--- config.mk ---
export PLATFORM = sky130hd
export DESIGN_NAME = trma_entry_mem
export DESIGN_NICKNAME = d
export VERILOG_FILES = /design/src/rtl/trma_entry_mem.sv
export SDC_FILE = /design/constraint.sdc
export NUM_CORES = 1
export LEC_CHECK = 0
export BUFFER_PORTS_ARGS = -buffer_cell sky130_fd_sc_hd__buf_2
export CAP_MARGIN = 20
export CORE_MARGIN = 5
export CORE_UTILIZATION = 30
export DETAILED_ROUTE_END_ITERATION = 10
export PLACE_DENSITY = 0.43
export SLEW_MARGIN = 20
export SYNTH_ARGS = -nofsm -noshare
export SYNTH_HDL_FRONTEND = slang
export SYNTH_SLANG_ARGS = --single-unit
--- constraint.sdc ---
create_clock -name clock -period 2.7 [get_ports clock]
set_input_delay 0.27 -clock clock [delete_from_list [all_inputs] [get_ports clock]]
set_output_delay 0.27 -clock clock [all_outputs]
set_load 0.02 [all_outputs]
--- src/rtl/trma_entry_mem.sv ---
module trma_entry_mem #(
   parameter int DEPTH = 64,
   parameter int WIDTH = 8
) (
   input  logic                     clock,
   input  logic                     wr_en,
   input  logic [$clog2(DEPTH)-1:0] wr_idx,
   input  logic [WIDTH-1:0]         wr_data,
   input  logic                     rd_en,
   input  logic [$clog2(DEPTH)-1:0] rd_idx,
   output logic [WIDTH-1:0]         rd_data
);

   logic [WIDTH-1:0] mem [DEPTH];

   always_ff @(posedge clock) begin
      if (wr_en) begin
         mem[wr_idx] <= wr_data;
      end
   end

   always_ff @(posedge clock) begin
      if (rd_en) begin
         rd_data <= mem[rd_idx];
      end
   end

endmodule

After elaboration in Yosys (flattened, before gate mapping)
Memory sizes are Yosys's and may differ from the RTL's. A register that Yosys moved wholly into a read port is not among the register bits.
Cells that the tools add are included.

word-level totals
  bits in registers = 0
  memory bits (writable) = 512
  input port bits = 23
  output and inout port bits = 8
  word-level logic and storage cells = 3
  memories = 1

memories
  name  depth  bits a word  read ports  clocked after memory_dff  wr ports  RTL line  source
  mem   64     8            1           1                         1         14        logic [WIDTH-1:0] mem [DEPTH];

operators by class
  muxes and demuxes = 2

operators by type and width
  cell              count
  2-to-1 mux 1 bit  2

Longest topological paths before layout
Gate-level depths: netlist of the first run.

  depth in word-level cells = 2
  mapped depth = 9
  depth with buffers taken out = 5

Least setup slack after synthesis of the first run
No wires, ideal clock.

  path type = in2reg
  start = in rd_idx[1]
  end = reg rd_data[3], read port of mem (data pin)
  setup time = 266 ps
  data arrival time = 1,810 ps
  required time = 2,434 ps
  path slack = 624 ps
  stages = 7
  path buffers = 3
  cell sequence = buf_4 buf_2 buf_2 mux4_2 mux4_2 o21ai_1 o41ai_1

RTL lines
  element             RTL line  source
  start: declaration  10        input logic [$clog2(DEPTH)-1:0] rd_idx,
  end: declaration    11        output logic [WIDTH-1:0] rd_data

==> impl_metrics.py, run 1 <==
metrics = {
    "clock_tree": {
        "cts_sinks": 520,
        "cts_tree": "built",
        "cts_htree_levels": 2,
        "clock_latency_reported_for_the_late_side_of_the_worst_skew_pair_ns": 0.60,
        "max_root_sink_buffers": 3,
        "postCtsResizedCells": 0,
        "cts_setup_buffers": 0,
        "cts_made_buffers": 56,
        "path_clk_slew_ns": 0.06,
        "cts_hold_buffers": 2,
        "cts.root.buffer_cell": "sky130_fd_sc_hd__clkbuf_16",
    },
    "placement": {
        "placed_area_sq_um": 22300,
        "pre_cts_ws_ns": -0.0276,
        "hpwlAfterDp_um": 34600,
        "count_of_buffers_inserted_at_the_top_level_ports": 30,
        "gpl.final_weighted_congestion": 0.768,
    },
    "route": {
        "viasPerCell": 4.88,
        "wl_per_cell_um": 26.3,
        "drc": 0,
        "antenna_left": 0,
        "dr.pass1.iters": 5,
        "route.vias.total": 9900,
        "wl_um": 53500,
        "initialDrtViolationCount": 802,
    },
    "final_layout": {
        "post_route_cells_drive_above_1_share_pct": 33.0,
        "multiInputGateArea_sq_um": 4320,
        "postLayoutCoreUtil_pct": 36.0,
        "layout.area.seq_sq_um": 15600,
        "mostFrequentLayoutCell": "sky130_fd_sc_hd__edfxtp_1",
        "layout.cells.most_common_list": "sky130_fd_sc_hd__edfxtp_1, sky130_fd_sc_hd__mux4_2, sky130_fd_sc_hd__buf_4",
        "layout.nets": 1134,
        "filler_cell_count": 6262,
        "layout.cell_area.non_filler_sq_um": 24200,
        "synthToLayoutAreaGrowth_pct": 19.3,
    },
    "yosys": {
        "synth_enable_flop_cells": 520,
        "synth_largest_area_cell": "sky130_fd_sc_hd__edfxtp_1",
        "synthesis.area_per_instance_sq_um": 21.5,
        "mapped_nets": 963,
        "synth_cells": 940,
        "synth-warning-count": 0,
        "synth_sequential_area_ratio_pct": 77.1,
        "syn-cell-area_sq_um": 20200,
        "synth_cell_type_count": 39,
        "synth.top_cells.by_area": "sky130_fd_sc_hd__edfxtp_1, sky130_fd_sc_hd__mux4_2, sky130_fd_sc_hd__nor2_1, sky130_fd_sc_hd__mux2i_1, sky130_fd_sc_hd__mux2_2",
        "post_synthesis_async_set_or_reset_flop_share_pct": 0,
        "synth-main-ff-cell": "sky130_fd_sc_hd__edfxtp_1",
        "yosys.area.top_type_share_pct": 77.1,
        "synth-seq-cells": 520,
    },
    "timing": {
        "setup_repair_after_global_routing_missed_its_margin": "false",
        "timing_max_transition_violations_final": 0,
        "worst_hold_margin_ns": 0.0702,
        "hold_violations": 0,
        "setup_viols_final": 0,
        "final.min_clock_period_ns": 2.18,
        "max_slew.worst_pin.slew_ns": 0.767,
        "final.setup.worst_slack_ns": 0.518,
        "worst_slew_margin_rel_pct": 48.8,
        "fin_worst_skew_ns": 0.0134,
        "min_period_over_period_pct": 80.8,
        "setup_tns_ns": 0,
        "timing.fmax_mhz": 458,
    },
    "hold_path": {
        "timing.hold.worst_path_depth": 1,
        "hold_path.startpoint": "rd_en",
        "min_to": "rd_data[4]",
        "hold_class": "primary input to flop",
    },
    "power_and_ir_drop": {
        "leakage_uw": 0.00770,
        "pwr_cell_area_nw_per_um2": 726,
        "largest_voltage_drop_on_the_vdd_net_mv": 0.375,
    },
    "critical_path": {
        "setup.worst_path.class": "flop to flop",
        "critical_path.cell_chain": "mux4_2 > mux2_2 > o221a_2 > nor3_1 > buf_4 > o32ai_1",
        "worstRegToRegCells": 6,
        "critPathCaptureType": "flop",
        "crit_path_max_fanout": 1,
        "crit_slowest_cell": "sky130_fd_sc_hd__mux4_2",
        "reg2reg_from": "mem[29][6]",
        "required_time_of_the_critical_path_ns": 3.03,
        "r2r_end": "rd_data[6]",
        "worstSetupStartpoint": "mem[29][6]",
        "cp_data_arrival_time_ns": 2.51,
        "critical_path.max_stage_delay_ns": 0.47,
        "crit_path_start_kind": "flop",
        "ff2ff_setup_slack_ns": 0.52,
    },
    "grt": {
        "overflow": 0,
        "via_count_of_the_first_global_routing_pass": 10300,
        "antenna_found_initial": 2,
        "track_usage_pct": 14.6,
        "pin_count_of_the_biggest_net_entering_global_routing": 65,
        "grt_first_pass_wirelength_um": 77900,
    },
    "floorplanning": {
        "placement_rows": 95,
        "initial_utilization_pct": 30.2,
        "fp.dieW_um": 270,
        "dieArea_sq_um": 72800,
        "die_h_um": 270,
        "design.portCount": 31,
        "core_area_sq_um": 67000,
    },
    "job": {
        "maxCapViolCount": 0,
    },
    "status": {
        "status": "finished clean",
    },
}
[synthesized netlist by cell type (all sizes together) (3+ instances only)]
cell     number
nand2b        7
nor2b        14
a221oi        6
buf          34
clkbuf       17
o2111ai       3
mux2         13
edfxtp      520
o2bb2ai       3
nand3        13
nor2         83
a21oi         3
o21ai         4
mux4        126
nor3          7
o22ai         8
a211oi        4
nand2        19
o221ai        8
mux2i        23
nand3b        3
a22oi         3
[metrics by stage]
step                      total power, uW  std cells
after floorplan                      9630        940
after global placement              10100       1924
after detailed placement            10100       1924
after CTS                           17800       2029
after global routing                18200       2029
final                               17500       2030
[critical path: cells and delay by family (launching register included)]
kind | cells | cell delay, ns
simple gates | 1 | 0.24
flops | 1 | 0.36
compound gates | 2 | 0.37
buf+inv | 1 | 0.19
mux | 2 | 0.76
[where the power goes]
| part | total, uW | internal [uW] | switching, uW | leakage, uW |
|---|---|---|---|---|
| registers | 8980 | 8950 | 27.1 | 0.00469 |
| logic | 932 | 370 | 561 | 0.00214 |
| clock network | 7620 | 4510 | 3120 | 0.000876 |
| total | 17500 | 13800 | 3710 | 0.00770 |
[kinds of logic after synthesis]
| group | synth area share, % |
|---|---|
| flip-flops | 77.1 |
| AO/OA/AOI/OAI | 2.06 |
| multiplexers | 15.9 |
| AND/OR/NAND/NOR | 3.37 |
| buffers and inverters | 1.56 |
[worst max path at each step]
stage                     slack [ns]  depth (start not counted)         end
after CTS                       0.49                          6  rd_data[6]
after global routing            0.39                          6  rd_data[6]
after floorplan                 0.62                          7  rd_data[3]
after detailed placement       -0.03                          5  rd_data[0]
after global placement         -0.05                          5  rd_data[0]
final                           0.52                          6  rd_data[6]
[registers in the layout, summed over array words and instances, names as in the netlist]
signal,count
mem,512
rd_data,8
[cell type report]
cell class,count,area share [%]
Timing Repair Buffer,164,5.48
Clock inverter,36,1.43
Clock buffer,67,6.06
Tap cell,873,4.52
Antenna cell,1,0.0104
Multi-Input combinational cell,369,17.9
Sequential cell,520,64.6
[metal layers]
metal / track usage, % / vias to the layer above / wire length, um
li1: - / 4286 / -
met1: 21.2 / 5342 / 25300
met2: 22.9 / 207 / 24800
met3: 3.06 / 61 / 2440
met4: 3.41 / 4 / 924
met5: 0 / - / 27
Power figures use the tool's default switching activity.
==> inputs of run 2 (changes only) <==
- PLACE_DENSITY: 0.43 -> 0.45
- clock period: 2.7 -> 1.88 ns (I/O delays scaled with it)
==> impl_metrics.py, run 2 (synthesized netlist as in run 1, its figures left out) <==
metrics = {
    "status": {
        "status": "complete, but fails checks",
        "violations_in_the_final_reports": "negative setup slack",
    },
    "timing": {
        "worst_slew_margin_rel_pct": 45.4,
        "setup_repair_after_global_routing_missed_its_margin": "true",
        "max_slew.worst_pin.slew_ns": 0.820,
        "setup_viols_final": 5,
        "fin_worst_skew_ns": 0.0174,
        "final.min_clock_period_ns": 2.07,
        "min_period_over_period_pct": 110,
        "timing_max_transition_violations_final": 0,
        "final.setup.worst_slack_ns": -0.193,
        "hold_violations": 0,
        "timing.fmax_mhz": 483,
    },
    "floorplanning": {
        "initial_utilization_pct": 30.2,
        "placement_rows": 95,
        "design.portCount": 31,
        "dieArea_sq_um": 72800,
        "core_area_sq_um": 67000,
        "die_h_um": 270,
        "fp.dieW_um": 270,
    },
    "critical_path": {
        "required_time_of_the_critical_path_ns": 2.21,
        "crit_path_max_fanout": 1,
        "crit_path_start_kind": "flop",
        "worstRegToRegCells": 6,
        "crit_slowest_cell": "sky130_fd_sc_hd__mux4_2",
        "critical_path.max_stage_delay_ns": 0.48,
        "setup.worst_path.class": "flop to flop",
        "critPathCaptureType": "flop",
        "r2r_end": "rd_data[4]",
        "cp_data_arrival_time_ns": 2.41,
        "critical_path.cell_chain": "mux4_2 > mux2_4 > o221a_4 > nor3_2 > buf_4 > o32ai_2",
        "ff2ff_setup_slack_ns": -0.19,
        "reg2reg_from": "mem[16][4]",
        "cpLargestDelayFamily": "multiplexers",
        "cp_num_buf_inv": 1,
    },
    "power_and_ir_drop": {
        "pwr-share-comb_pct": 6.1,
        "netSwitchingFraction_pct": 21.5,
        "pwr_cell_area_nw_per_um2": 1000,
        "seqPwrFrac_pct": 52.3,
        "cell_internal_pwr_uw": 19400,
        "p_total_uw": 24700,
        "clock_network_fraction_of_design_power_pct": 41.6,
        "total_switching_power_uw": 5310,
        "leakage_uw": 0.00797,
        "largest_voltage_drop_on_the_vdd_net_mv": 0.591,
    },
    "final_layout": {
        "synthToLayoutAreaGrowth_pct": 21.6,
        "insertedDiodeCount": 0,
        "layout.nets": 1186,
        "layout.cells.most_common_list": "sky130_fd_sc_hd__edfxtp_1, sky130_fd_sc_hd__buf_4, sky130_fd_sc_hd__mux4_2",
        "largest_register_ff_count": 512,
        "largest_register": "mem",
        "layout.cell_area.non_filler_sq_um": 24600,
        "reg.largest.list": "mem: 512 flops, rd_data: 8 flops",
        "fin_cells": 2079,
        "mostFrequentLayoutCell": "sky130_fd_sc_hd__edfxtp_1",
        "post_route_cells_drive_above_1_share_pct": 37.2,
    },
    "hold_path": {
        "hold_path.startpoint": "wr_data[2]",
        "timing.hold.worst_path_depth": 2,
        "min_to": "mem[20][2]",
        "hold_class": "primary input to flop",
    },
    "placement": {
        "count_of_buffers_inserted_at_the_top_level_ports": 30,
        "gpl.final_weighted_congestion": 0.793,
        "hpwlAfterDp_um": 34300,
        "place_inst": 1979,
        "placed_area_sq_um": 22800,
    },
    "route": {
        "wl_per_cell_um": 25.7,
        "wl_um": 53400,
        "viasPerCell": 4.84,
        "met3_wirelength_um": 2770,
        "wirelength_met1_um": 24400,
        "antenna_left": 0,
        "dr_wl_met2_um": 25300,
        "route.vias.total": 10100,
        "initialDrtViolationCount": 819,
        "drc": 0,
        "top_layer_used": "met4",
        "dr.pass1.iters": 4,
    },
    "clock_tree": {
        "cts_sinks": 520,
        "cts_made_buffers": 54,
        "cts_htree_levels": 2,
        "cts_setup_buffers": 0,
        "cts_tree": "built",
        "path_clk_slew_ns": 0.06,
        "clock_latency_reported_for_the_late_side_of_the_worst_skew_pair_ns": 0.60,
        "cts.root.buffer_cell": "sky130_fd_sc_hd__clkbuf_16",
        "max_root_sink_buffers": 3,
    },
    "grt": {
        "track_usage_pct": 14.6,
        "antenna_found_initial": 1,
        "grt_first_pass_wirelength_um": 77700,
        "overflow": 0,
        "via_count_of_the_first_global_routing_pass": 10800,
        "pin_count_of_the_biggest_net_entering_global_routing": 65,
    },
    "job": {
        "maxCapViolCount": 0,
    },
}
-- run 2: cell count changes in the layout (fill, tap and decap cells not counted), sizes merged --
cell         previous run  this run
inv                     0         1
buf                   161       216
clkbuf                 68        63
diode                   1         0
clkinv                 25        30
bufinv                  7         4
clkinvlp                4         2
dlygate4sd3             2         1
-- run 2: power by group through the flow --
stage | clock network [uW] | logic, uW | registers [uW]
final | 10200 | 1520 | 12900
after global routing | 11100 | 1620 | 12900
after detailed placement | 0 | 1500 | 13100
after CTS | 10500 | 1530 | 12900
after floorplan | 0 | 692 | 13100
after global placement | 0 | 1480 | 13100
-- run 2: worst max-delay path by stage --
stage                           from         end  slack, ns  cells after the start
after CTS                 mem[21][4]  rd_data[4]      -0.21                      6
after detailed placement   rd_idx[0]  rd_data[4]      -0.54                      7
after global placement     rd_idx[0]  rd_data[4]      -0.54                      7
after global routing      mem[20][4]  rd_data[4]      -0.28                      6
after floorplan            rd_idx[0]  rd_data[0]      0.003                      7
final                     mem[16][4]  rd_data[4]      -0.19                      6
-- run 2: layer usage --
layer,GRT usage [%],up-vias
met3,2.92,68
met2,23.4,220
li1,-,4386
met1,20.6,5386
met4,3.40,0
met5,0,-
-- run 2: timing repair --
action | in CTS | in global routing
resized for setup | 19 | 10
hold endpoints to repair | 8 | 0
cloned | 0 | 0
hold buffers | 1 | 0
pin swaps | 4 | 1
endpoints found under the setup margin | 8 | 8
-- run 2: cell type report --
class                      instances  area [sq um]
fill                            6240         42400
sequential                       520         15600
multi-input combinational        369          4460
timing repair buffer             218          1790
clock buffer                      62          1400
tap                              873          1090
clock inverter                    37           270
-- run 2: worst register-to-register path, cell delays in order (launching register included) --
cell	delay [ns]
sky130_fd_sc_hd__edfxtp_1	0.36
sky130_fd_sc_hd__mux4_2	0.48
sky130_fd_sc_hd__mux2_4	0.30
sky130_fd_sc_hd__o221a_4	0.27
sky130_fd_sc_hd__nor3_2	0.16
sky130_fd_sc_hd__buf_4	0.16
sky130_fd_sc_hd__o32ai_2	0.08
-- run 2: stage by stage --
step	util (%)	worst slack [ns]	setup TNS (ns)	hold WS, ns
final	36.7	-0.193	-0.458	0.100
after global routing	36.7	-0.277	-0.890	0.0930
after CTS	36.7	-0.210	-0.533	0.0826
after detailed placement	34.0	-0.535	-5.93	0.603
after global placement	34.0	-0.542	-4.98	0.600
after floorplan	-	0.00252	0	0.287
