File: src/rtl/trma_pkg.sv
package trma_pkg;

   // Widths of the channel fields.
   localparam int OP_W     = 2;
   localparam int FIELD_W  = 64;
   localparam int KIND_W   = 3;
   localparam int ALIGN_W  = 32;
   localparam int STATUS_W = 2;

   // Operation codes.
   localparam logic [OP_W-1:0] OP_FREE   = 2'd0;
   localparam logic [OP_W-1:0] OP_ALLOC  = 2'd1;
   localparam logic [OP_W-1:0] OP_INSERT = 2'd2;
   localparam logic [OP_W-1:0] OP_NOP    = 2'd3;

   // Status codes.
   localparam logic [STATUS_W-1:0] ST_OK      = 2'd0;
   localparam logic [STATUS_W-1:0] ST_OVERLAP = 2'd1;
   localparam logic [STATUS_W-1:0] ST_FULL    = 2'd2;
   localparam logic [STATUS_W-1:0] ST_NOFIT   = 2'd3;

   // Kind that marks an untyped range.
   localparam logic [KIND_W-1:0] KIND_NONE = 3'd0;

endpackage

File: src/rtl/trma_align_div.sv
module trma_align_div #(
   parameter int AB = 64
) (
   input  logic          clock,
   input  logic          reset,
   input  logic          start,
   input  logic [AB-1:0] dividend,
   input  logic [31:0]   divisor,
   output logic          done,
   output logic [31:0]   remainder
);
   import trma_pkg::*;

   localparam int CW = $clog2(AB + 1);

   logic          run_ff, run_in;
   logic          done_ff, done_in;
   logic [CW-1:0] cnt_ff, cnt_in;
   logic [AB-1:0] dvd_ff, dvd_in;
   logic [31:0]   rem_ff, rem_in;
   logic [32:0]   shifted;
   logic [32:0]   diff;

   // One quotient bit per cycle, restoring; only the remainder is kept.
   always_comb begin
      shifted = {rem_ff, dvd_ff[AB-1]};
      diff    = shifted - {1'b0, divisor};
      run_in  = run_ff;
      done_in = 1'b0;
      cnt_in  = cnt_ff;
      dvd_in  = dvd_ff;
      rem_in  = rem_ff;
      if (start) begin
         run_in = 1'b1;
         cnt_in = CW'(AB);
         dvd_in = dividend;
         rem_in = '0;
      end else if (run_ff) begin
         dvd_in = {dvd_ff[AB-2:0], 1'b0};
         rem_in = (shifted >= {1'b0, divisor}) ? diff[31:0] : shifted[31:0];
         cnt_in = cnt_ff - CW'(1);
         if (cnt_ff == CW'(1)) begin
            run_in  = 1'b0;
            done_in = 1'b1;
         end
      end
   end

   always_ff @(posedge clock) begin
      if (reset) begin
         run_ff  <= 1'b0;
         done_ff <= 1'b0;
      end else begin
         run_ff  <= run_in;
         done_ff <= done_in;
      end
   end

   always_ff @(posedge clock) begin
      cnt_ff <= cnt_in;
      dvd_ff <= dvd_in;
      rem_ff <= rem_in;
   end

   assign done      = done_ff;
   assign remainder = rem_ff;

endmodule

File: config.mk
export PLATFORM = sky130hd
export DESIGN_NAME = trma_align_div
export DESIGN_NICKNAME = d
export VERILOG_FILES = /design/src/rtl/trma_pkg.sv /design/src/rtl/trma_align_div.sv
export SDC_FILE = /design/constraint.sdc
export NUM_CORES = 1
export LEC_CHECK = 0
export BUFFER_PORTS_ARGS = -buffer_cell sky130_fd_sc_hd__buf_4
export CORE_AREA = 4 4 131 133
export CTS_CLUSTER_DIAMETER = 50
export DETAILED_ROUTE_END_ITERATION = 6
export DIE_AREA = 0 0 135 137
export GPL_TIMING_DRIVEN = 0
export PLACE_DENSITY = 0.62
export SYNTH_ARGS = -nofsm -noshare
export SYNTH_HDL_FRONTEND = slang
export SYNTH_SLANG_ARGS = --single-unit
File: constraint.sdc
create_clock -name clock -period 3.2 [get_ports clock]
set_input_delay 0.16 -clock clock [delete_from_list [all_inputs] [get_ports clock]]
set_output_delay 0.16 -clock clock [all_outputs]
set_load 0.02 [all_outputs]
# Word level (Yosys, flattened, before mapping)
# Cells that the tools add are included.
[word_totals]
reg_bits = 105
in_bits = 99
wordCells = 19
[op_classes]
n_addsub = 2
order_cmp = 1
n_eq_ne = 1
muxes = 7
bitwise_logic = 1
n_reduce_logical = 2
[op_table]
columns = ["op", "count"]
rows = [
  ["$mux 64", 2],
  ["$ge 33x32->1", 1],
  ["$mux 32", 1],
  ["$sub 32x32->32", 1],
  ["$eq 7x1->1 const B", 1],
  ["$sub 7x1->7 const B", 1],
  ["$mux 1", 4],
  ["$reduce_or 3->1", 1],
  ["$reduce_bool 2->1", 1],
  ["$not 1->1", 1],
]

# Longest topological paths before layout
# Gate-level depths: netlist of run 1.
[depth]
ltp_word = 4
depth_mapped = 13
depth_no_buf = 13

# Worst setup path after synthesis of run 1
# OpenSTA, ideal clock, no wires.
[synth_timing]
kind = "reg2reg"
start = "register dvd_ff[63]"
end = "register rem_ff[26] (netlist: remainder[26])"
setup_ns = 0.079
arrival_time_ns = 3.015
path_slack_ns = 0.106
stages_incl_launch_ff = 14
n_path_buf = 0
period_less_slack_ns = 3.094
path_cell_list = "edfxtp_1 inv_1 ha_1 inv_1 fa_1 a21oi_1 o211ai_1 a221oi_1 o21ai_1 a31o_2 o221a_2 o21ai_1 mux2_2 o211ai_1"
[synth_via]
elab_chain_cells = 2
word_cells_on_any_way = 3
classes_between = "add/sub: 1; order compare: 1; mux: 1"
[synth_lines]
columns = ["item", "line_no", "rtl"]
rows = [
  ["start, declared", "trma_align_div.sv:19", "logic [AB-1:0] dvd_ff, dvd_in;"],
  ["start signal, assigned", "trma_align_div.sv:61", "dvd_ff <= dvd_in;"],
  ["$sub 32x32->32 or $ge 33x32->1 (tied branches)", "trma_align_div.sv:27, trma_align_div.sv:40", ""],
  ["$mux 32 *", "trma_align_div.sv:40", "rem_in = (shifted >= {1'b0, divisor}) ? diff[31:0] : shifted[31:0];"],
  ["end signal, assigned", "trma_align_div.sv:62", "rem_ff <= rem_in;"],
  ["end, declared", "trma_align_div.sv:20", "logic [31:0] rem_ff, rem_in;"],
]
# Every way passes the cells marked *; elsewhere a longest branch is shown, timed or not.
# A chain may end at the register's enable or synchronous reset.

# Final worst setup path of run 1
# Ends and elaborated chain as after synthesis.

==> impl_metrics.tcl, run 1 <==
set metrics [dict create \
    sequential_cell_area_um2 2740 \
    wl_met1_um 7420 \
    synth.net_count 758 \
    cellPowerDensity_nw_per_um2 440 \
    multi_input_comb_area_um2 3390 \
    rsz_0062_raised_after_global_routing "yes" \
    post_synth_inst_count 624 \
    avgSynthCellArea_um2 10.1 \
    detail_route.drc_violations 0 \
    postSynth.asyncResetShare_pct 0 \
    initial_antenna_violation_count 0 \
    maxCapViolations 0 \
    power.internal_mw 2.51 \
    die-width_um 135 \
    synth.yosys.warnings 0 \
    clkTransAtPathRegs_ns 0.08 \
    maxUsedRoutingLayer "met4" \
    detail-route-antenna-nets 0 \
    drive_gt1_share_pct 33.3 \
    fillCellCount 1503 \
    synth_edf_count 64 \
    outcome "complete, no violations" \
    synth.top_cell.area_share_pct 30.5 \
    post-synth-top-area-cell "sky130_fd_sc_hd__edfxtp_1" \
    rows 46 \
    worst_slew_margin_rel_pct 58.2 \
    chipHeight_um 137 \
    io_pins 132 \
    tritoncts_buffers 9 \
    place_area_um2 7580 \
    cp_data_required_time_ns 3.47 \
    met3_wirelength_um 783 \
    setup_viol_count_final 0 \
    maximum_clock_rate_mhz 317 \
    cts-htree-levels 3 \
    switching_power_mw 1.03 \
    detailedRoute.firstIterationViolations 300 \
    finish.cell_count_without_fillers 996 \
    grt_first_pass_wirelength_um 26600 \
    synth.distinct_cells 57 \
    global_route.usage.total_pct 18.0 \
    pwr-share-clk_pct 30.6 \
    critical_path_class "reg2reg" \
    setup_ws_ns 0.0457 \
    initial_utilization_pct 39.9 \
    place.detailed.instances 971 \
    layout-area-overhead-vs-synth_pct 27.6 \
    p_leak_nw 3.43 \
    dp.final_hpwl_um 12400 \
    largest_net_degree_at_the_start_of_global_routing 37 \
    core_region_area_um2 15800 \
    synth_flop_cell "sky130_fd_sc_hd__edfxtp_1" \
    arrival_time_at_the_worst_endpoint_ns 3.43 \
    sequentialPowerShare_pct 46.4 \
    p_comb_share_pct 23.0 \
    detailroute.via_count 5267 \
    tritoncts "built" \
    worstSetupEndpointType "flip-flop" \
    first_global_vias 5181 \
    timing.hold.worst.class "in2reg" \
    slew_at_the_pin_with_the_worst_max_slew_slack_ns 0.626 \
    sequential_element_share_of_the_synthesized_area_pct 43.5 \
    post_drt_wl_per_cell_um 16.6 \
    dr_pass1_iterations 5 \
    crit_fanout 3 \
    die_area_um2 18500 \
    min_period_over_period_pct 98.6 \
    route.final.wire_length_um 16500 \
    avgViaCountPerCell 5.29 \
    route.met2.wl_um 8040 \
    buffer_ports.inserted 130 \
    clkLatencyLatePin_ns 0.35 \
    cts.root.buffer_cell "sky130_fd_sc_hd__clkbuf_16" \
    synth_area_um2 6310 \
    overall_power_after_layout_mw 3.54 \
    top_cells_by_area_in_the_synthesized_netlist "sky130_fd_sc_hd__edfxtp_1, sky130_fd_sc_hd__dfxtp_1, sky130_fd_sc_hd__mux2_2, sky130_fd_sc_hd__ha_1, sky130_fd_sc_hd__nor2_1" \
    yosys_register_bits 105 \
    ir_drop_mv 0.301 \
    clockBufferDepth 2 \
    period_minus_slack_ns 3.15 \
    netSwitchingFraction_pct 29.0 \
    insertedDiodeCount 0 \
    final.setup_skew_ns 0.00693 \
    grt-ovfl-total 0 \
    dp_worst_setup_slack_ns -0.533 \
    final_net_count 909 \
    post_layout_inst_area_um2 8050 \
    worstSetupStartpointType "flip-flop" \
    report.final.slew_viol_count 0 \
    finalHoldViolCount 0 \
    routabilityCongestion 0.918 \
    setup_tns_ns 0 \
    clkSinkCount 105 \
]
-- cells in the final DEF, fill, tap and decap left out, drive strengths merged, types with 13 or more instances in the layout --
master and count:
a211oi 23, a21oi 44, buf 149, clkbuf 30, dfxtp 41, edfxtp 64, ha 34, inv 47
mux2 65, mux2i 13, nand2 37, nor2 59, o21ai 27, xnor2 16, xor2 13
-- synthesized netlist by cell type (13+ instances only) --
master                     instances
sky130_fd_sc_hd__clkbuf_1         22
sky130_fd_sc_hd__nand2_1          37
sky130_fd_sc_hd__o21ai_0          23
sky130_fd_sc_hd__mux2_2           65
sky130_fd_sc_hd__nor2_1           59
sky130_fd_sc_hd__ha_1             34
sky130_fd_sc_hd__mux2i_1          13
sky130_fd_sc_hd__dfxtp_1          41
sky130_fd_sc_hd__a211oi_1         23
sky130_fd_sc_hd__edfxtp_1         64
sky130_fd_sc_hd__xnor2_1          16
sky130_fd_sc_hd__xor2_1           13
sky130_fd_sc_hd__inv_1            44
sky130_fd_sc_hd__a21oi_1          42
-- critical path, cell delays in order (launching register included) --
cell and delay (ns):
sky130_fd_sc_hd__edfxtp_1 0.43, sky130_fd_sc_hd__inv_1 0.09, sky130_fd_sc_hd__ha_2 0.19, sky130_fd_sc_hd__inv_2 0.04, sky130_fd_sc_hd__fa_2 0.36, sky130_fd_sc_hd__a21oi_4 0.19
sky130_fd_sc_hd__o211ai_1 0.13, sky130_fd_sc_hd__a221oi_2 0.35, sky130_fd_sc_hd__o21ai_2 0.15, sky130_fd_sc_hd__a31o_2 0.28, sky130_fd_sc_hd__o221a_4 0.24, sky130_fd_sc_hd__o21ai_4 0.17
sky130_fd_sc_hd__mux2_4 0.32, sky130_fd_sc_hd__o211ai_1 0.15
-- per-stage QoR --
step / hold slack [ns] / utilization (%)
floorplan: 0.232 / -
global placement: 0.334 / 47.7
detailed placement: 0.332 / 47.9
CTS: 0.0802 / 50.3
global route: 0.0905 / 50.9
finish: 0.0950 / 50.9
-- power groups by stage --
| stage | combinational, mW | clock, mW | sequential [mW] |
|---|---|---|---|
| 3_5_place_dp | 0.768 | 0 | 1.67 |
| 4_1_cts | 0.794 | 1.12 | 1.64 |
| 5_1_grt | 0.898 | 1.17 | 1.66 |
| 6_report | 0.813 | 1.08 | 1.64 |
| 2_1_floorplan | 0.492 | 0 | 1.68 |
| 3_3_place_gp | 0.748 | 0 | 1.67 |
-- flip-flops by register name (all words and copies together) (netlist names) --
name       count
run_ff         1
done           1
dvd_ff        64
remainder     32
cnt_ff         7
-- cells by family (layout without fill, tap and decap cells) --
group / count (synthesis) / count (layout) / synth area share [%]
flip-flops: 105 / 105 / 43.5
AO/OA/AOI/OAI: 152 / 152 / 16.1
AND/OR/NAND/NOR: 151 / 151 / 11.1
adder cells (fa/ha/maj): 35 / 35 / 7.06
XOR/XNOR: 29 / 29 / 4.03
buffers and inverters: 74 / 230 / 4.66
multiplexers: 78 / 78 / 13.7
-- routing by layer --
layer  vias up  track usage, %
met5         -               0
met4         0            5.10
met3        15            2.65
met2       132            30.0
met1      2525            24.4
li1       2595               -
-- cell type report --
| class | instances | area share (%) |
|---|---|---|
| clock inverters | 6 | 0.622 |
| clock buffers | 10 | 2.84 |
| repair buffers | 142 | 13.4 |
| multi-input cells | 445 | 42.1 |
| plain buffers | 28 | 1.57 |
| well taps | 216 | 3.36 |
| flip-flops and latches | 105 | 34.1 |
| inverters | 44 | 2.05 |
-- final timing paths --
check	from	endpoint	slack [ns]	depth (start not counted)
worst max-delay path	dvd_ff[63]$_DFFE_PP_	remainder[26]$_SDFFE_PP0P_	0.05	13
worst min-delay path	dividend[0]	dvd_ff[0]$_SDFFCE_PN0P_	0.1	2
worst max register to register	dvd_ff[63]$_DFFE_PP_	remainder[26]$_SDFFE_PP0P_	0.05	13
worst min register to register	cnt_ff[6]$_SDFFE_PP1P_	cnt_ff[6]$_SDFFE_PP1P_	0.52	2
-- timing repair --
| action | CTS | global route |
|---|---|---|
| pin swaps | 9 | 12 |
| setup endpoints to repair | 19 | 32 |
| hold endpoints to repair | 2 | 0 |
| hold buffers | 1 | 0 |
| gates resized for setup | 12 | 18 |
| setup buffers | 6 | 4 |
(Power assumes the default switching activity.)
==> inputs of run 2 (changes only) <==
--- a/config.mk
+++ b/config.mk
@@ -11,7 +11,9 @@
 export DETAILED_ROUTE_END_ITERATION = 6
 export DIE_AREA = 0 0 135 137
 export GPL_TIMING_DRIVEN = 0
+export MAX_ROUTING_LAYER = met4
 export PLACE_DENSITY = 0.62
+export SETUP_SLACK_MARGIN = 0.4
 export SYNTH_ARGS = -nofsm -noshare
 export SYNTH_HDL_FRONTEND = slang
 export SYNTH_SLANG_ARGS = --single-unit
==> run 2 against run 1 <==
Net effect:
- first-iteration DRC count increased by 3.7%
- global-route usage increased by 0.92 points
- register-to-register slack improved by 0.03 ns
- sequential share of layout area decreased by 2.8 points
- die area unchanged
- critical endpoint unchanged
==> impl_metrics.tcl, run 2 (synthesis gave the netlist of run 1 again) <==
set metrics [dict create \
    layout-area-overhead-vs-synth_pct 39.7 \
    chipHeight_um 137 \
    avgViaCountPerCell 5.36 \
    detailedRoute.firstIterationViolations 311 \
    worst_slew_margin_rel_pct 52.4 \
    met1_usage_pct 25.1 \
    final_common_cell "sky130_fd_sc_hd__buf_4" \
    cts.root.buffer_cell "sky130_fd_sc_hd__clkbuf_16" \
    cellPowerDensity_nw_per_um2 419 \
    detail-route-antenna-nets 0 \
    fillCellCount 1447 \
    detail_route.drc_violations 0 \
    dp_worst_setup_slack_ns -0.104 \
    registers.top_by_ff_count "dvd_ff" \
    finalHoldViolCount 0 \
    worstHoldEndpoint "dvd_ff[0]$_SDFFCE_PN0P_" \
    die-width_um 135 \
    most_frequent_cells_in_the_layout "sky130_fd_sc_hd__buf_4, sky130_fd_sc_hd__edfxtp_1, sky130_fd_sc_hd__mux2_2" \
    dp.final_hpwl_um 12400 \
    arrival_time_at_the_worst_endpoint_ns 3.41 \
    setup_viol_count_final 0 \
    ff2ff_path_depth 13 \
    final_net_count 933 \
    maxCapViolations 0 \
    hold_start "dividend[0]" \
    first_global_vias 5408 \
    largest_net_degree_at_the_start_of_global_routing 40 \
    buffer_ports.inserted 130 \
    cts-htree-levels 3 \
    grt_busiest_layer "met2" \
    hold_ws_ns 0.0826 \
    report.final.slew_viol_count 0 \
    worstSetupStartpointType "flip-flop" \
    final.setup_skew_ns 0.00720 \
    detailroute.via_count 5464 \
    tritoncts_buffers 9 \
    cp_data_required_time_ns 3.49 \
    setup_tns_ns 0 \
    grt-ovfl-total 0 \
    hold_depth 2 \
    core_region_area_um2 15800 \
    critical_path_class "reg2reg" \
    gr-usage-met3_pct 2.72 \
    global_route.usage.total_pct 18.9 \
    clkTransAtPathRegs_ns 0.08 \
    clkLatencyLatePin_ns 0.36 \
    groute.layer.met2.usage_pct 29.7 \
    io_pins 132 \
    post_drt_wl_per_cell_um 17.3 \
    setup.reg_to_reg.worst_slack_ns 0.08 \
    worst_r2r_startpoint "dvd_ff[63]$_DFFE_PP_" \
    outcome "complete, no violations" \
    routabilityCongestion 0.848 \
    drive_gt1_share_pct 43.8 \
    regToRegEndpoint "remainder[26]$_SDFFE_PP0P_" \
    initial_utilization_pct 39.9 \
    slew_at_the_pin_with_the_worst_max_slew_slack_ns 0.713 \
    setup_ws_ns 0.0797 \
    timing.hold.worst.class "in2reg" \
    ir_drop_mv 0.283 \
    dr_pass1_iterations 5 \
    worst_setup_path_startpoint "dvd_ff[63]$_DFFE_PP_" \
    p_leak_nw 3.69 \
    worstSetupEndpointType "flip-flop" \
    route.final.wire_length_um 17700 \
    largest_register_ff_count 64 \
    min_period_over_period_pct 97.5 \
    crit_fanout 3 \
    rows 46 \
    grt_first_pass_wirelength_um 27100 \
    insertedDiodeCount 0 \
    maximum_clock_rate_mhz 320 \
    clockBufferDepth 2 \
    period_minus_slack_ns 3.12 \
    initial_antenna_violation_count 0 \
    die_area_um2 18500 \
    clkSinkCount 105 \
    fin_util_pct 55.7 \
    rsz_0062_raised_after_global_routing "yes" \
    tritoncts "built" \
    overall_power_after_layout_mw 3.69 \
]
## run 2: metal layers
metal,vias to the layer above,wire (µm)
li1,2644,-
met1,2659,7980
met2,133,8570
met3,28,774
met4,0,344
met5,-,0
## run 2: how the worst max path moves through the flow
stage / to / slack [ns]
6_report: remainder[26]$_SDFFE_PP0P_ / 0.08
5_1_grt: remainder[30]$_SDFFE_PP0P_ / -0.006
4_1_cts: remainder[26]$_SDFFE_PP0P_ / 0.12
3_5_place_dp: remainder[28]$_SDFFE_PP0P_ / -0.10
3_3_place_gp: remainder[22]$_SDFFE_PP0P_ / -0.11
2_1_floorplan: remainder[26]$_SDFFE_PP0P_ / 0.35
## run 2: through the flow
stage,instance area (µm²),std cells
4_1_cts,8380,1008
6_report,8810,1020
3_3_place_gp,7580,970
2_1_floorplan,6340,624
3_5_place_dp,7600,971
5_1_grt,8810,1020
## run 2: area by class of cell
| type | instances | area [µm²] | area share, % |
|---|---|---|---|
| clock inverter | 7 | 68.8 | 0.781 |
| tap | 216 | 270 | 3.07 |
| multi-input combinational | 445 | 3750 | 42.6 |
| sequential | 105 | 2760 | 31.3 |
| buffer | 30 | 199 | 2.26 |
| clock buffer | 9 | 225 | 2.56 |
| inverter | 44 | 165 | 1.87 |
| timing repair buffer | 164 | 1370 | 15.6 |
## run 2: repair_timing
action / in CTS / in global routing
endpoints found under the setup margin: 32 / 32
hold buffers: 1 / 0
pin swaps: 12 / 32
endpoints found under the hold margin: 2 / 0
cloned: 4 / 1
setup buffers: 16 / 11
resized for setup: 65 / 81
## run 2: critical path, stage by stage (launching register included)
cell                       delay (ns)
sky130_fd_sc_hd__edfxtp_1        0.44
sky130_fd_sc_hd__inv_2           0.09
sky130_fd_sc_hd__ha_4            0.14
sky130_fd_sc_hd__inv_2           0.04
sky130_fd_sc_hd__fa_2            0.36
sky130_fd_sc_hd__a21oi_4         0.16
sky130_fd_sc_hd__o211ai_1        0.14
sky130_fd_sc_hd__a221oi_2        0.39
sky130_fd_sc_hd__o21ai_2         0.12
sky130_fd_sc_hd__a31o_2          0.28
sky130_fd_sc_hd__o221a_4         0.27
sky130_fd_sc_hd__o21ai_4         0.15
sky130_fd_sc_hd__mux2_4          0.32
sky130_fd_sc_hd__o211ai_1        0.14
## run 2: where the power goes
part / internal [mW] / switching [mW]
registers: 1.58 / 0.0678
clock network: 0.551 / 0.565
logic: 0.453 / 0.474
total: 2.59 / 1.11
==> inputs of run 3 (changes only) <==
--- a/config.mk
+++ b/config.mk
@@ -5,7 +5,7 @@
 export SDC_FILE = /design/constraint.sdc
 export NUM_CORES = 1
 export LEC_CHECK = 0
-export BUFFER_PORTS_ARGS = -buffer_cell sky130_fd_sc_hd__buf_4
+export BUFFER_PORTS_ARGS = -buffer_cell sky130_fd_sc_hd__buf_2
 export CORE_AREA = 4 4 131 133
 export CTS_CLUSTER_DIAMETER = 50
 export DETAILED_ROUTE_END_ITERATION = 6
==> constraint.sdc (replaced) <==
create_clock -name clock -period 3.2 [get_ports clock]
set_input_delay 0.16 -clock clock [delete_from_list [all_inputs] [get_ports clock]]
set_output_delay 0.16 -clock clock [all_outputs]
set_load 0.1 [all_outputs]
==> run 3 against run 2 <==
Net effect:
- maximum frequency up 1.6%
- combinational power increased by 6.6%
- clock-buffer cell count unchanged
- die area unchanged
- non-clock buffer count decreased by 1
- largest power group unchanged
- routed wire length down 0.46%
- global-route usage increased by 0.55 points
- sequential power hardly changed
- via count decreased by 0.77%
- critical path type unchanged
- final cell count barely moved
- clock power rose by 4%
==> impl_metrics.tcl, run 3 (synthesis gave the netlist of run 1 again) <==
set metrics [dict create \
    cellPowerDensity_nw_per_um2 449 \
    met1_usage_pct 25.1 \
    clockBufferDepth 2 \
    largest_net_degree_at_the_start_of_global_routing 35 \
    final.setup_skew_ns 0.00959 \
    critical-path-slowest-cell "sky130_fd_sc_hd__edfxtp_1" \
    cts.root.buffer_cell "sky130_fd_sc_hd__clkbuf_16" \
    tritoncts "built" \
    drive_gt1_share_pct 42.3 \
    core_region_area_um2 15800 \
    tritoncts_buffers 9 \
    layout-area-overhead-vs-synth_pct 33.9 \
    slowest_delay_ns 0.43 \
    worst_setup_path_startpoint "dvd_ff[63]$_DFFE_PP_" \
    rows 46 \
    worst_r2r_startpoint "dvd_ff[63]$_DFFE_PP_" \
    buffer_ports.inserted 130 \
    setup_viol_count_final 0 \
    clkSinkCount 105 \
    maxCapViolations 0 \
    die-width_um 135 \
    min_period_over_period_pct 96.0 \
    final_net_count 932 \
    final_common_cell "sky130_fd_sc_hd__buf_2" \
    slew_at_the_pin_with_the_worst_max_slew_slack_ns 0.800 \
    cp.buffers_inverters 2 \
    io_pins 132 \
    cts-htree-levels 3 \
    p_leak_nw 3.60 \
    most_frequent_cells_in_the_layout "sky130_fd_sc_hd__buf_2, sky130_fd_sc_hd__edfxtp_1, sky130_fd_sc_hd__mux2_2" \
    report.final.slew_viol_count 0 \
    detailedRoute.firstIterationViolations 352 \
    crit_fanout 3 \
    detail_route.drc_violations 0 \
    grt_busiest_layer "met2" \
    detailroute.via_count 5422 \
    place.detailed.instances 971 \
    maximum_clock_rate_mhz 326 \
    timing.hold.worst.class "in2reg" \
    die_area_um2 18500 \
    period_minus_slack_ns 3.07 \
    worst_slew_margin_rel_pct 46.5 \
    cp_data_required_time_ns 3.48 \
    avgViaCountPerCell 5.32 \
    initial_antenna_violation_count 0 \
    route.final.wire_length_um 17600 \
    cp_cell_sequence "inv_2 -> ha_4 -> inv_2 -> fa_2 -> a21oi_4 -> o211ai_1 -> a221oi_2 -> o21ai_2 -> a31o_2 -> o221a_4 -> o21ai_4 -> mux2_4 -> o211ai_1" \
    critical_path_class "reg2reg" \
    largest_register_ff_count 64 \
    setup_tns_ns 0 \
    worstSetupStartpointType "flip-flop" \
    post_drt_wl_per_cell_um 17.3 \
    post_layout_inst_area_um2 8450 \
    clkTransAtPathRegs_ns 0.08 \
    clkLatencyLatePin_ns 0.36 \
    grt_first_pass_wirelength_um 27600 \
    gr-usage-met3_pct 3.38 \
    groute.layer.met2.usage_pct 31.5 \
    chipHeight_um 137 \
    insertedDiodeCount 0 \
    arrival_time_at_the_worst_endpoint_ns 3.35 \
    grt-ovfl-total 0 \
    routabilityCongestion 0.914 \
    initial_utilization_pct 39.9 \
    finish.cell_count_without_fillers 1019 \
    hold_start "dividend[0]" \
    critPathTopFamily "compound AO/OA/AOI/OAI gates" \
    rsz_0062_raised_after_global_routing "yes" \
    dp.final_hpwl_um 12400 \
    outcome "complete, no violations" \
    first_global_vias 5366 \
    fillCellCount 1410 \
    worstSetupEndpointType "flip-flop" \
    place_area_um2 7540 \
    ir_drop_mv 0.290 \
    global_route.usage.total_pct 19.4 \
    registers.top_by_ff_count "dvd_ff" \
    finalHoldViolCount 0 \
    dr_pass1_iterations 5 \
    detail-route-antenna-nets 0 \
]
==> run 3: cell count changes in the layout (fill, tap and decap cells not counted), sizes merged <==
| cell | delta |
|---|---|
| inv | -2 |
| clkinv | +3 |
| buf | -1 |
| clkinvlp | -1 |
==> run 3: metal layers <==
layer	vias to the layer above	part of all wire [%]
met1	2597	44
met4	0	1.6
met5	-	0
li1	2645	-
met3	23	5.3
met2	157	49
==> run 3: final cells by class <==
| class | count | area (µm²) | area share (%) |
|---|---|---|---|
| Sequential cell | 105 | 2830 | 33.4 |
| Clock buffer | 9 | 225 | 2.67 |
| Multi-Input combinational cell | 445 | 3630 | 43.0 |
| Inverter | 44 | 165 | 1.95 |
| Clock inverter | 7 | 93.8 | 1.11 |
| Tap cell | 216 | 270 | 3.20 |
| Buffer | 30 | 188 | 2.22 |
| Timing Repair Buffer | 163 | 1050 | 12.5 |
==> run 3: what timing repair did <==
action                                 4_1_cts  5_1_grt
gates resized for setup                     41       28
pin swaps                                   22       15
setup endpoints to repair                   32       32
cloned                                       6        0
hold buffers                                 1        0
endpoints found under the hold margin        2        0
setup buffers                               20        5
==> run 3: per-stage QoR <==
| stage | worst slack [ns] | power [mW] | hold slack [ns] | util (%) |
|---|---|---|---|---|
| 3_5_place_dp | -0.105 | 2.58 | 0.341 | 47.6 |
| 2_1_floorplan | 0.341 | 2.36 | 0.232 | - |
| 3_3_place_gp | -0.0592 | 2.56 | 0.343 | 47.5 |
| 4_1_cts | 0.0550 | 3.81 | 0.0641 | 52.5 |
| 5_1_grt | 0.00336 | 3.99 | 0.0685 | 53.4 |
| 6_report | 0.129 | 3.80 | 0.0781 | 53.4 |
==> run 3: where the power goes <==
part,total (mW),internal [mW],switching (mW)
registers,1.65,1.58,0.0684
logic,0.988,0.401,0.588
clock network,1.16,0.566,0.596
==> run 3: final timing paths <==
kind                            cells after the start                          to  slack [ns]
worst max register to register                     13  remainder[26]$_SDFFE_PP0P_        0.13
worst min register to register                      2  remainder[24]$_SDFFE_PP0P_        0.48
worst max-delay path                               13  remainder[26]$_SDFFE_PP0P_        0.13
worst min-delay path                                2     dvd_ff[0]$_SDFFCE_PN0P_        0.08
